==> src/hw/rtl/clp_pkg.sv <==
// Shared types, character codes and the per-mode lexing function of the command line lexer.
// Used by clp_front, clp_fifo, clp_back and command_line_lexer; depends on nothing else.
`timescale 1ns / 1ps
`default_nettype none

package clp_pkg;

    // Lexer modes. Codes above MODE_WS are never entered and decode as waiting.
    typedef enum logic [2:0] {
        MODE_WAIT  = 3'd0,
        MODE_NAME  = 3'd1,
        MODE_UNQ   = 3'd2,
        MODE_QUOTE = 3'd3,
        MODE_WS    = 3'd4
    } mode_t;

    // Token kinds carried with a token end.
    localparam logic [2:0] KindName   = 3'd0;
    localparam logic [2:0] KindString = 3'd1;
    localparam logic [2:0] KindWs     = 3'd2;
    localparam logic [2:0] KindEol    = 3'd3;
    localparam logic [2:0] KindDollar = 3'd4;
    localparam logic [2:0] KindOpen   = 3'd5;
    localparam logic [2:0] KindClose  = 3'd6;
    localparam logic [2:0] KindEquals = 3'd7;

    // Characters with a meaning of their own.
    localparam logic [7:0] CharNul     = 8'h00;
    localparam logic [7:0] CharNewline = 8'h0A;
    localparam logic [7:0] CharSpace   = 8'h20;
    localparam logic [7:0] CharQuote   = 8'h22;
    localparam logic [7:0] CharDollar  = 8'h24;
    localparam logic [7:0] CharEquals  = 8'h3D;
    localparam logic [7:0] CharOpen    = 8'h7B;
    localparam logic [7:0] CharClose   = 8'h7D;

    // Depth of the queue between the front and back parts.
    localparam int QueueDepth = 4;
    localparam int QueueAw    = $clog2(QueueDepth);

    typedef struct packed {
        logic       has_char;
        logic [7:0] out_char;
        logic       token_done;
        logic [2:0] token_kind;
    } res_t;

    // One input byte's worth of results: one or two.
    typedef struct packed {
        logic two;
        res_t r0;
        res_t r1;
    } entry_t;

    typedef struct packed {
        logic  emit;
        res_t  res;
        logic  redo;
        mode_t next_mode;
    } step_t;

    function automatic logic is_line_end(logic [7:0] c);
        return (c == CharNul) || (c == CharNewline);
    endfunction

    function automatic logic is_special(logic [7:0] c);
        return is_line_end(c) || (c == CharSpace) || (c == CharDollar) ||
               (c == CharOpen) || (c == CharClose) || (c == CharEquals);
    endfunction

    function automatic logic is_letter(logic [7:0] c);
        return ((c >= 8'h61) && (c <= 8'h7A)) || ((c >= 8'h41) && (c <= 8'h5A));
    endfunction

    function automatic logic is_digit(logic [7:0] c);
        return (c >= 8'h30) && (c <= 8'h39);
    endfunction

    function automatic res_t mk_res(logic has, logic [7:0] c, logic done, logic [2:0] kind);
        res_t r;
        r.has_char   = has;
        r.out_char   = has ? c : 8'h00;
        r.token_done = done;
        r.token_kind = done ? kind : KindName;
        return r;
    endfunction

    // Handles one byte in the given mode. redo asks for the byte to be handled
    // again in the waiting mode.
    function automatic step_t lex_step(mode_t mode, logic [7:0] c);
        step_t s;
        s.emit      = 1'b0;
        s.res       = mk_res(1'b0, c, 1'b0, KindName);
        s.redo      = 1'b0;
        s.next_mode = mode;
        unique case (mode)
            MODE_NAME: begin
                if (is_letter(c) || is_digit(c)) begin
                    s.emit = 1'b1;
                    s.res  = mk_res(1'b1, c, 1'b0, KindName);
                end else if (is_special(c)) begin
                    s.next_mode = MODE_WAIT;
                    s.emit      = 1'b1;
                    s.res       = mk_res(1'b0, c, 1'b1, KindName);
                    s.redo      = 1'b1;
                end else if (c == CharQuote) begin
                    s.next_mode = MODE_QUOTE;
                end else begin
                    s.next_mode = MODE_UNQ;
                    s.emit      = 1'b1;
                    s.res       = mk_res(1'b1, c, 1'b0, KindName);
                end
            end
            MODE_UNQ: begin
                if (is_special(c)) begin
                    s.next_mode = MODE_WAIT;
                    s.emit      = 1'b1;
                    s.res       = mk_res(1'b0, c, 1'b1, KindString);
                    s.redo      = 1'b1;
                end else if (c == CharQuote) begin
                    s.next_mode = MODE_QUOTE;
                end else begin
                    s.emit = 1'b1;
                    s.res  = mk_res(1'b1, c, 1'b0, KindName);
                end
            end
            MODE_QUOTE: begin
                if (c == CharQuote) begin
                    s.next_mode = MODE_WAIT;
                    s.emit      = 1'b1;
                    s.res       = mk_res(1'b0, c, 1'b1, KindString);
                end else if (is_line_end(c)) begin
                    s.next_mode = MODE_WAIT;
                    s.emit      = 1'b1;
                    s.res       = mk_res(1'b0, c, 1'b1, KindString);
                    s.redo      = 1'b1;
                end else begin
                    s.emit = 1'b1;
                    s.res  = mk_res(1'b1, c, 1'b0, KindName);
                end
            end
            MODE_WS: begin
                s.emit = 1'b1;
                if (c == CharSpace) begin
                    s.res = mk_res(1'b1, c, 1'b0, KindName);
                end else if (is_line_end(c)) begin
                    s.next_mode = MODE_WAIT;
                    s.res       = mk_res(1'b1, c, 1'b1, KindEol);
                end else begin
                    s.next_mode = MODE_WAIT;
                    s.res       = mk_res(1'b0, c, 1'b1, KindWs);
                    s.redo      = 1'b1;
                end
            end
            default: begin
                s.next_mode = MODE_WAIT;
                s.emit      = 1'b1;
                if (is_line_end(c)) begin
                    s.res = mk_res(1'b1, c, 1'b1, KindEol);
                end else if (c == CharSpace) begin
                    s.next_mode = MODE_WS;
                    s.res       = mk_res(1'b1, c, 1'b0, KindName);
                end else if (c == CharDollar) begin
                    s.res = mk_res(1'b1, c, 1'b1, KindDollar);
                end else if (c == CharOpen) begin
                    s.res = mk_res(1'b1, c, 1'b1, KindOpen);
                end else if (c == CharClose) begin
                    s.res = mk_res(1'b1, c, 1'b1, KindClose);
                end else if (c == CharEquals) begin
                    s.res = mk_res(1'b1, c, 1'b1, KindEquals);
                end else if (c == CharQuote) begin
                    s.next_mode = MODE_QUOTE;
                    s.emit      = 1'b0;
                end else if (is_letter(c)) begin
                    s.next_mode = MODE_NAME;
                    s.res       = mk_res(1'b1, c, 1'b0, KindName);
                end else begin
                    s.next_mode = MODE_UNQ;
                    s.res       = mk_res(1'b1, c, 1'b0, KindName);
                end
            end
        endcase
        return s;
    endfunction

endpackage

`default_nettype wire

==> src/hw/rtl/clp_front.sv <==
// Front part of the command line lexer: accepts bytes, keeps the lexer mode and
// forms the results, if any, of each byte: none, one or two. Depends on clp_pkg.
`timescale 1ns / 1ps
`default_nettype none

module clp_front (
    input  wire logic            aclk,
    input  wire logic            aresetn,
    input  wire logic            s_valid,
    output logic                 s_ready,
    input  wire logic [7:0]      s_in_byte,
    input  wire logic            queue_full,
    output logic                 push,
    output clp_pkg::entry_t      push_entry
);

    clp_pkg::mode_t mode_reg;
    clp_pkg::mode_t mode_next;
    clp_pkg::step_t first_step;
    clp_pkg::step_t second_step;
    logic           accept;
    logic           use_second;

    assign s_ready = !queue_full;
    assign accept  = s_valid && s_ready;

    always_comb begin
        first_step  = clp_pkg::lex_step(mode_reg, s_in_byte);
        second_step = clp_pkg::lex_step(clp_pkg::MODE_WAIT, s_in_byte);
        use_second  = first_step.redo && second_step.emit;

        push_entry.two = first_step.emit && use_second;
        push_entry.r0  = first_step.emit ? first_step.res : second_step.res;
        push_entry.r1  = second_step.res;
        push           = accept && (first_step.emit || use_second);

        mode_next = first_step.redo ? second_step.next_mode : first_step.next_mode;
    end

    always_ff @(posedge aclk) begin
        if (!aresetn) begin
            mode_reg <= clp_pkg::MODE_WAIT;
        end else if (accept) begin
            mode_reg <= mode_next;
        end
    end

    // A token end that hands the byte back always leaves the mode at waiting first,
    // so a second result can only follow a first one.
    assert property (@(posedge aclk) disable iff (!aresetn)
        push |-> (push_entry.r0.has_char || push_entry.r0.token_done))
        else $error("clp_front: pushed an empty result");

endmodule

`default_nettype wire

==> src/hw/rtl/clp_fifo.sv <==
// Short queue of per-byte result entries between the front and back parts.
// Depends on clp_pkg.
`timescale 1ns / 1ps
`default_nettype none

module clp_fifo (
    input  wire logic             aclk,
    input  wire logic             aresetn,
    input  wire logic             push,
    input  wire clp_pkg::entry_t  push_entry,
    input  wire logic             pop,
    output clp_pkg::entry_t       head_entry,
    output logic                  empty,
    output logic                  full
);

    localparam logic [clp_pkg::QueueAw-1:0] LastSlot =
        clp_pkg::QueueAw'(clp_pkg::QueueDepth - 1);
    localparam logic [clp_pkg::QueueAw:0] DepthCount =
        (clp_pkg::QueueAw + 1)'(clp_pkg::QueueDepth);

    clp_pkg::entry_t                 mem [clp_pkg::QueueDepth];
    logic [clp_pkg::QueueAw-1:0]     wr_ptr_reg;
    logic [clp_pkg::QueueAw-1:0]     wr_ptr_next;
    logic [clp_pkg::QueueAw-1:0]     rd_ptr_reg;
    logic [clp_pkg::QueueAw-1:0]     rd_ptr_next;
    logic [clp_pkg::QueueAw:0]       count_reg;
    logic [clp_pkg::QueueAw:0]       count_next;
    logic                            do_push;
    logic                            do_pop;

    assign empty      = (count_reg == '0);
    assign full       = (count_reg == DepthCount);
    assign do_push    = push && !full;
    assign do_pop     = pop && !empty;
    assign head_entry = mem[rd_ptr_reg];

    always_comb begin
        wr_ptr_next = wr_ptr_reg;
        rd_ptr_next = rd_ptr_reg;
        count_next  = count_reg;
        if (do_push) begin
            wr_ptr_next = (wr_ptr_reg == LastSlot) ? '0 : wr_ptr_reg + 1'b1;
        end
        if (do_pop) begin
            rd_ptr_next = (rd_ptr_reg == LastSlot) ? '0 : rd_ptr_reg + 1'b1;
        end
        if (do_push && !do_pop) begin
            count_next = count_reg + 1'b1;
        end else if (do_pop && !do_push) begin
            count_next = count_reg - 1'b1;
        end
    end

    always_ff @(posedge aclk) begin
        if (!aresetn) begin
            wr_ptr_reg <= '0;
            rd_ptr_reg <= '0;
            count_reg  <= '0;
        end else begin
            wr_ptr_reg <= wr_ptr_next;
            rd_ptr_reg <= rd_ptr_next;
            count_reg  <= count_next;
        end
    end

    always_ff @(posedge aclk) begin
        if (do_push) begin
            mem[wr_ptr_reg] <= push_entry;
        end
    end

    assert property (@(posedge aclk) disable iff (!aresetn) push |-> !full)
        else $error("clp_fifo: push into a full queue");

    assert property (@(posedge aclk) disable iff (!aresetn) pop |-> !empty)
        else $error("clp_fifo: pop from an empty queue");

    assert property (@(posedge aclk) disable iff (!aresetn)
        (count_reg == '0) |-> (wr_ptr_reg == rd_ptr_reg))
        else $error("clp_fifo: pointers disagree with an empty count");

endmodule

`default_nettype wire

==> src/hw/rtl/clp_back.sv <==
// Back part of the command line lexer: delivers the results of each queued
// entry one per transaction and marks the last one. Depends on clp_pkg.
`timescale 1ns / 1ps
`default_nettype none

module clp_back (
    input  wire logic             aclk,
    input  wire logic             aresetn,
    input  wire clp_pkg::entry_t  head_entry,
    input  wire logic             empty,
    output logic                  pop,
    output logic                  m_valid,
    input  wire logic             m_ready,
    output logic                  m_has_char,
    output logic [7:0]            m_out_char,
    output logic                  m_token_done,
    output logic [2:0]            m_token_kind,
    output logic                  m_last_result
);

    logic          second_reg;
    logic          second_next;
    logic          m_accept;
    clp_pkg::res_t cur;

    assign m_valid       = !empty;
    assign m_accept      = m_valid && m_ready;
    assign cur           = second_reg ? head_entry.r1 : head_entry.r0;
    assign m_has_char    = cur.has_char;
    assign m_out_char    = cur.out_char;
    assign m_token_done  = cur.token_done;
    assign m_token_kind  = cur.token_kind;
    assign m_last_result = second_reg || !head_entry.two;
    assign pop           = m_accept && m_last_result;

    always_comb begin
        second_next = second_reg;
        if (m_accept) begin
            second_next = !m_last_result;
        end
    end

    always_ff @(posedge aclk) begin
        if (!aresetn) begin
            second_reg <= 1'b0;
        end else begin
            second_reg <= second_next;
        end
    end

    // The second result is only ever pending for an entry that holds two.
    assert property (@(posedge aclk) disable iff (!aresetn)
        second_reg |-> (m_valid && head_entry.two))
        else $error("clp_back: second result pending without a two-result entry");

endmodule

`default_nettype wire

==> src/hw/rtl/command_line_lexer.sv <==
// Each result is registered in the queue between front and back before it is offered.
// Throughput: one byte per cycle while the queue is not full; a byte that yields two
// results takes two output transactions, and the four-entry queue absorbs the difference.
// Bytes that yield no result pass through the front alone and use no queue slot.
// Reset (aresetn low, synchronous): lexer mode returns to waiting and the queue empties.
// Depends on clp_pkg, clp_front, clp_fifo and clp_back.
`timescale 1ns / 1ps
`default_nettype none

module command_line_lexer (
    input  wire logic        aclk,
    input  wire logic        aresetn,
    input  wire logic        s_valid,
    output logic             s_ready,
    input  wire logic [7:0]  s_in_byte,
    output logic             m_valid,
    input  wire logic        m_ready,
    output logic             m_has_char,
    output logic [7:0]       m_out_char,
    output logic             m_token_done,
    output logic [2:0]       m_token_kind,
    output logic             m_last_result
);

    logic            push;
    logic            pop;
    logic            empty;
    logic            full;
    clp_pkg::entry_t push_entry;
    clp_pkg::entry_t head_entry;

    clp_front u_front (
        .aclk       (aclk),
        .aresetn    (aresetn),
        .s_valid    (s_valid),
        .s_ready    (s_ready),
        .s_in_byte  (s_in_byte),
        .queue_full (full),
        .push       (push),
        .push_entry (push_entry)
    );

    clp_fifo u_fifo (
        .aclk       (aclk),
        .aresetn    (aresetn),
        .push       (push),
        .push_entry (push_entry),
        .pop        (pop),
        .head_entry (head_entry),
        .empty      (empty),
        .full       (full)
    );

    clp_back u_back (
        .aclk          (aclk),
        .aresetn       (aresetn),
        .head_entry    (head_entry),
        .empty         (empty),
        .pop           (pop),
        .m_valid       (m_valid),
        .m_ready       (m_ready),
        .m_has_char    (m_has_char),
        .m_out_char    (m_out_char),
        .m_token_done  (m_token_done),
        .m_token_kind  (m_token_kind),
        .m_last_result (m_last_result)
    );

endmodule

`default_nettype wire

==> config.mk <==
export PLATFORM = sky130hd
export DESIGN_NAME = command_line_lexer
export DESIGN_NICKNAME = d
export VERILOG_FILES = /design/src/hw/rtl/clp_pkg.sv /design/src/hw/rtl/clp_front.sv /design/src/hw/rtl/clp_fifo.sv /design/src/hw/rtl/clp_back.sv /design/src/hw/rtl/command_line_lexer.sv
export SDC_FILE = /design/constraint.sdc
export NUM_CORES = 1
export LEC_CHECK = 0
export CAP_MARGIN = 20
export CORE_UTILIZATION = 30
export DETAILED_ROUTE_END_ITERATION = 6
export DONT_BUFFER_PORTS = 1
export GPL_TIMING_DRIVEN = 0
export MAX_ROUTING_LAYER = met4
export SYNTH_ARGS = -nofsm -noshare
export SYNTH_HDL_FRONTEND = slang
export SYNTH_HIERARCHICAL = 1
export SYNTH_SLANG_ARGS = --single-unit
export TNS_END_PERCENT = 100
==> constraint.sdc <==
create_clock -name aclk -period 2.3 [get_ports aclk]
set_input_delay 0.345 -clock aclk [delete_from_list [all_inputs] [get_ports aclk]]
set_output_delay 0.345 -clock aclk [all_outputs]
set_load 0.03 [all_outputs]
# --- After elaboration in Yosys (flattened, before gate mapping) ---
# Memories as Yosys holds them, arrays and structs flattened. A register that Yosys moved wholly into a read port is not among the register bits.
# Cells that the tools add are included.
op_classes:
  mux: 55
  reduce_logical: 33
  n_addsub: 4
  n_lt_le_gt_ge: 6
  eq_ne: 18
ops:
  columns: ["operator", "count"]
  rows:
  - ["2-to-1 mux 13 bit", 12]
  - ["2-to-1 mux 14 bit", 5]
  - ["case mux 14 bit (4 select lines)", 1]
  - ["2-to-1 mux 3 bit", 13]
  - ["== test 8 x 6 -> 1 bit, second input constant", 4]
  - ["== test 8 x 7 -> 1 bit, second input constant", 2]
  - ["greater-or-equal comparator 8 x 7 -> 1 bit, second input constant", 2]
  - ["<= comparator 8 x 7 -> 1 bit, second input constant", 2]
  - ["logical AND 1 bit", 13]
  - ["2-to-1 mux 1 bit", 13]
  - ["2-to-1 mux 2 bit", 6]
  - ["2-to-1 mux 4 bit", 3]
  - ["case mux 3 bit (4 select lines)", 1]
  - ["logical OR 1 bit", 10]
  - ["== test 8 x 4 -> 1 bit, second input constant", 1]
  - ["greater-or-equal comparator 8 x 6 -> 1 bit, second input constant", 1]
  - ["<= comparator 8 x 6 -> 1 bit, second input constant", 1]
  - ["logical NOT 8 bit", 1]
  - ["!= test 4 x 1 -> 1 bit, second input constant", 2]
  - ["== test 3 x 2 -> 1 bit, second input constant", 2]
  - ["== test 3 bit, second input constant", 2]
  - ["logical NOT 1 bit", 6]
  - ["!= test 3 x 2 -> 1 bit, second input constant", 2]
  - ["AND reduction 5 bit", 1]
  - ["8 further kinds", 10]
word_totals:
  ff_bits: 11
  ramBits: 108
  input_bits: 12
  mem_count: 1
  out_inout_bits: 16
memory_table:
  columns: ["name", "words", "word_bits", "read_ports", "rd_ports_with_merged_regs", "wr", "line_no", "source"]
  rows:
  - ["u_fifo.mem", 4, 27, 1, 1, 1, "clp_fifo.sv:22", "clp_pkg::entry_t mem [clp_pkg::QueueDepth];"]

# --- Logic depth before layout (Yosys ltp) ---
logic_depth:
  depth_word: 18
  mapped_depth: 13
  mapped_depth_nobuf: 11

# --- Hierarchy ---
# Netlist, hierarchy kept.
modules_own_cells:
  columns: ["module", "area_each_um2", "instances", "cells_each"]
  rows:
  - ["clp_fifo", 4424.2, 1, 192]
  - ["clp_front", 908.4, 1, 133]
  - ["clp_back", 240.2, 1, 22]

# --- Worst setup path before layout ---
# No wires, ideal clock.
synth_timing:
  kind: "register -> register"
  start: "register with a tool-made name"
  end: "register u_fifo/count_reg[2] (netlist bit)"
  t_arrival_ps: 2572
  stages_incl_launch_ff: 13
  setup_slack_ps: -348
  setup_time_ps: 76
  required_ps: 2224
  path_cell_list: "dfxtp_1 buf_6 buf_12 mux4_2 nand2b_4 and2_2 o31ai_1 ha_1 inv_1 fa_1 xor2_1 or3_1 a21boi_0"
synth_lines:
  columns: ["item", "line_no", "source"]
  rows:
  - ["to (signal assigned)", "clp_fifo.sv:63", "count_reg <= count_next;"]
  - ["to (decl)", "clp_fifo.sv:27", "logic [clp_pkg::QueueAw:0] count_reg;"]

==> metrics <==
FMAX between 300 and 400 MHz; Vias 3,148; Seq pwr share 39.1%; crit path kind reg2reg; xor-xnor portion of the synthesized cell area less than 1%; Power, Total 7.33 mW; Overflow after GRT 0; Setup-failing EPs final 15; Synth Area in Compound Gates 6.15%; Slew HR around three fifths; Vias/cell 5.06; P_leak between 2 and 2.5 nW; MaxCap Viol Count 0; cell count after synthesis between 300 and 400; overall routed net length 12,400 µm; Die Area about 0.019 mm²; post-route worst setup slack -0.252 ns; TritonCTS clock tree done; Syn Area/Cell roughly 16 µm²; startpoint types register; Min Clock Period, post-route between 2 and 3 ns; Worst Path Required roughly 2.6 ns; Routed WL per cell about 20 µm; H-tree Lvls 4; Register Area 0.00351 mm²; period utilization 111%; Final Hold Viols 0; Worst-path clk slew around 0.06 ns; clock latency on the worst-skew pair 0.41 ns; Clk pwr share 34.9%; Chip Width 138 µm; total CTS buffers 17; first-pass GRT wire length 19,000 µm; Top FF cell, synth edfxtp_1; failing checks setup timing; Initial DRT Pass Iterations 4; worst-margin pin slew 0.577 ns; layout overhead on the synthesized area 21.0%; max reg flops 108; largest family of logic cells by synthesized area multiplexers; CTS sink count ~120; antenna cells 0; Seq cells post-synth 121; mux contribution to synthesized area 14.8%; Hold Slack roughly 0.046 ns; largest net degree at the start of global routing 28; async set-reset flop share out of synthesis 0%; Ports 28; Synth Warn # 6; outcome complete, but fails checks; Tot GR Track Use approximately 14%; Internal ~5.2 mW; CTS max path bufs 2; EDFF count, synth between 100 and 150; Hold Buf Count CTS 0; share of layout cells above drive strength 1 36.6%; Comb power frac 26.0%; syn_nets 366; Synth Area in Simple Gates around 9.3%; area occupied by multi-input gates just under 0.002 mm²; Syn Std Cell Area ~0.0056 mm²; Routed Antenna Nets 0; drt drc 0; Sw Ratio about 29%; PortBufs 0; Die Y 138 µm; Initial Utilization 30.8%; Max FO, Critical Path 3; pwr/cell area 1090 mW/mm²; maximum vdd ir drop 612 µV; Critical Path AT 2.89 ns; core area 0.0181 mm²; sequential area share after synthesis a little over three fifths; skew final 0.0113 ns; Synth Area in Adders 1.91%; initial antenna violation count 0; vias in the first global route 3,290; fin nets 399; Max Slew Vio Count 0; Filler cells about 1,700; unrepaired setup endpoints after global routing true; DP HPWL 7570 µm; Root Driver clkbuf_16; row cnt 49; Final Wtd Congestion roughly 0.8; CP Capture Type register; Iteration-0 DRC Markers around 280; Netlist cell types 69; sw power roughly 2.1 mW; Worst Hold Class in2reg
power by group through the flow:
stage / Combinational [mW] / Sequential, mW / Clock, mW
6_report: 1.91 / 2.87 / 2.56
5_1_grt: 2.05 / 2.90 / 2.69
4_1_cts: 1.80 / 2.87 / 2.61
3_5_place_dp: 1.60 / 2.91 / 0
3_3_place_gp: 1.58 / 2.88 / 0
2_1_floorplan: 1.30 / 2.86 / 0
layer usage:
layer	vias to the layer above	GRT usage [%]	share of wire, %
met5	-	-	0
met4	0	5.44	1.4
met3	12	4.54	4.8
met2	69	21.4	48
met1	1652	17.3	46
li1	1415	-	-
logic make-up (layout without fill, tap and decap cells):
kind of cell    after synthesis  in the layout
compound gates               48             48
simple gates                 87             87
mux                          44             44
flops                       121            121
fa+ha+maj                     8              8
buf+inv                      35             81
xor+xnor                      4              4
cell type report:
cell class | instances | area share [%]
Inverter | 11 | 0.686
Clock buffer | 18 | 6.36
Multi-Input combinational cell | 191 | 28.6
Clock inverter | 14 | 2.21
Timing Repair Buffer | 14 | 2.52
Sequential cell | 121 | 52.1
Tap cell | 229 | 4.25
Buffer | 24 | 3.36
Yosys cell counts (2+ instances only):
master	instances	share of area, %
dfxtp_1	13	4.7
nor2_1	15	1.0
nand3_1	6	0.54
o21ai_0	11	0.99
nor3_1	5	0.45
and3_1	4	0.45
xor2_1	2	0.31
o2111ai_1	2	0.31
a21o_1	2	0.27
o21a_1	2	0.27
xnor2_1	2	0.31
buf_2	4	0.36
buf_4	2	0.27
edfxtp_1	108	58
mux2_2	12	2.4
buf_6	6	1.2
mux4_1	7	3.3
nor2b_1	5	0.56
mux2i_1	3	0.54
mux4_2	20	8.1
a221oi_1	2	0.31
clkbuf_1	8	0.54
ha_1	6	1.3
inv_1	10	0.67
buf_12	2	0.72
a31o_2	2	0.31
and2_2	3	0.40
and2_1	13	1.5
nand2_1	18	1.2
or3_1	2	0.22
o211ai_1	3	0.40
a31oi_1	2	0.22
a21oi_1	9	0.81
cells in the final DEF (no fill, tap or decap), types with 7 or more instances in the layout:
master / n
buf_4: 9
clkbuf_1: 8
mux2_4: 14
mux4_2: 27
nand2_1: 16
a21oi_1: 9
o21ai_0: 11
nor2_1: 14
clkbuf_16: 18
inv_1: 8
buf_6: 11
and2_1: 9
edfxtp_1: 108
dfxtp_1: 7
worst paths after layout:
kind	slack, ns	to	depth (start not counted)	from
max	-0.25	u_fifo/count_reg[2]	12	register
min	0.05	u_front/mode_reg[0]	1	aresetn
max reg2reg	-0.25	u_fifo/count_reg[2]	12	register
min reg2reg	0.49	u_fifo/wr_ptr_reg[1]	2	u_fifo/wr_ptr_reg[1]
worst max-delay path, cell delays in order, from the launching register on:
cell	delay (ns)
dfxtp_2	0.32
buf_8	0.12
buf_12	0.13
mux4_2	0.35
nand2b_4	0.12
and2_4	0.17
o31ai_4	0.05
ha_2	0.23
inv_2	0.04
fa_2	0.32
xor2_1	0.15
or3_1	0.33
a21boi_2	0.13
through the flow:
stage / setup WS (ns) / cell area, µm² / cells / utilization, % / setup TNS (ns)
finish: -0.252 / 6740 / 622 / 37.3 / -2.71
global route: -0.341 / 6740 / 622 / 37.3 / -3.67
CTS: -0.249 / 6640 / 617 / 36.7 / -11.98
detailed placement: -0.616 / 5880 / 576 / 32.5 / -48.99
global placement: -0.517 / 5880 / 576 / 32.5 / -49.19
floorplan: -0.177 / 5600 / 347 / - / -0.328
repair_timing:
action / CTS / global route
buffers inserted: 9 / 4
resized for setup: 37 / 29
pin swaps: 4 / 2
endpoints found under the setup margin: 124 / 117
cloned: 0 / 1
(Power assumes the default switching activity.)
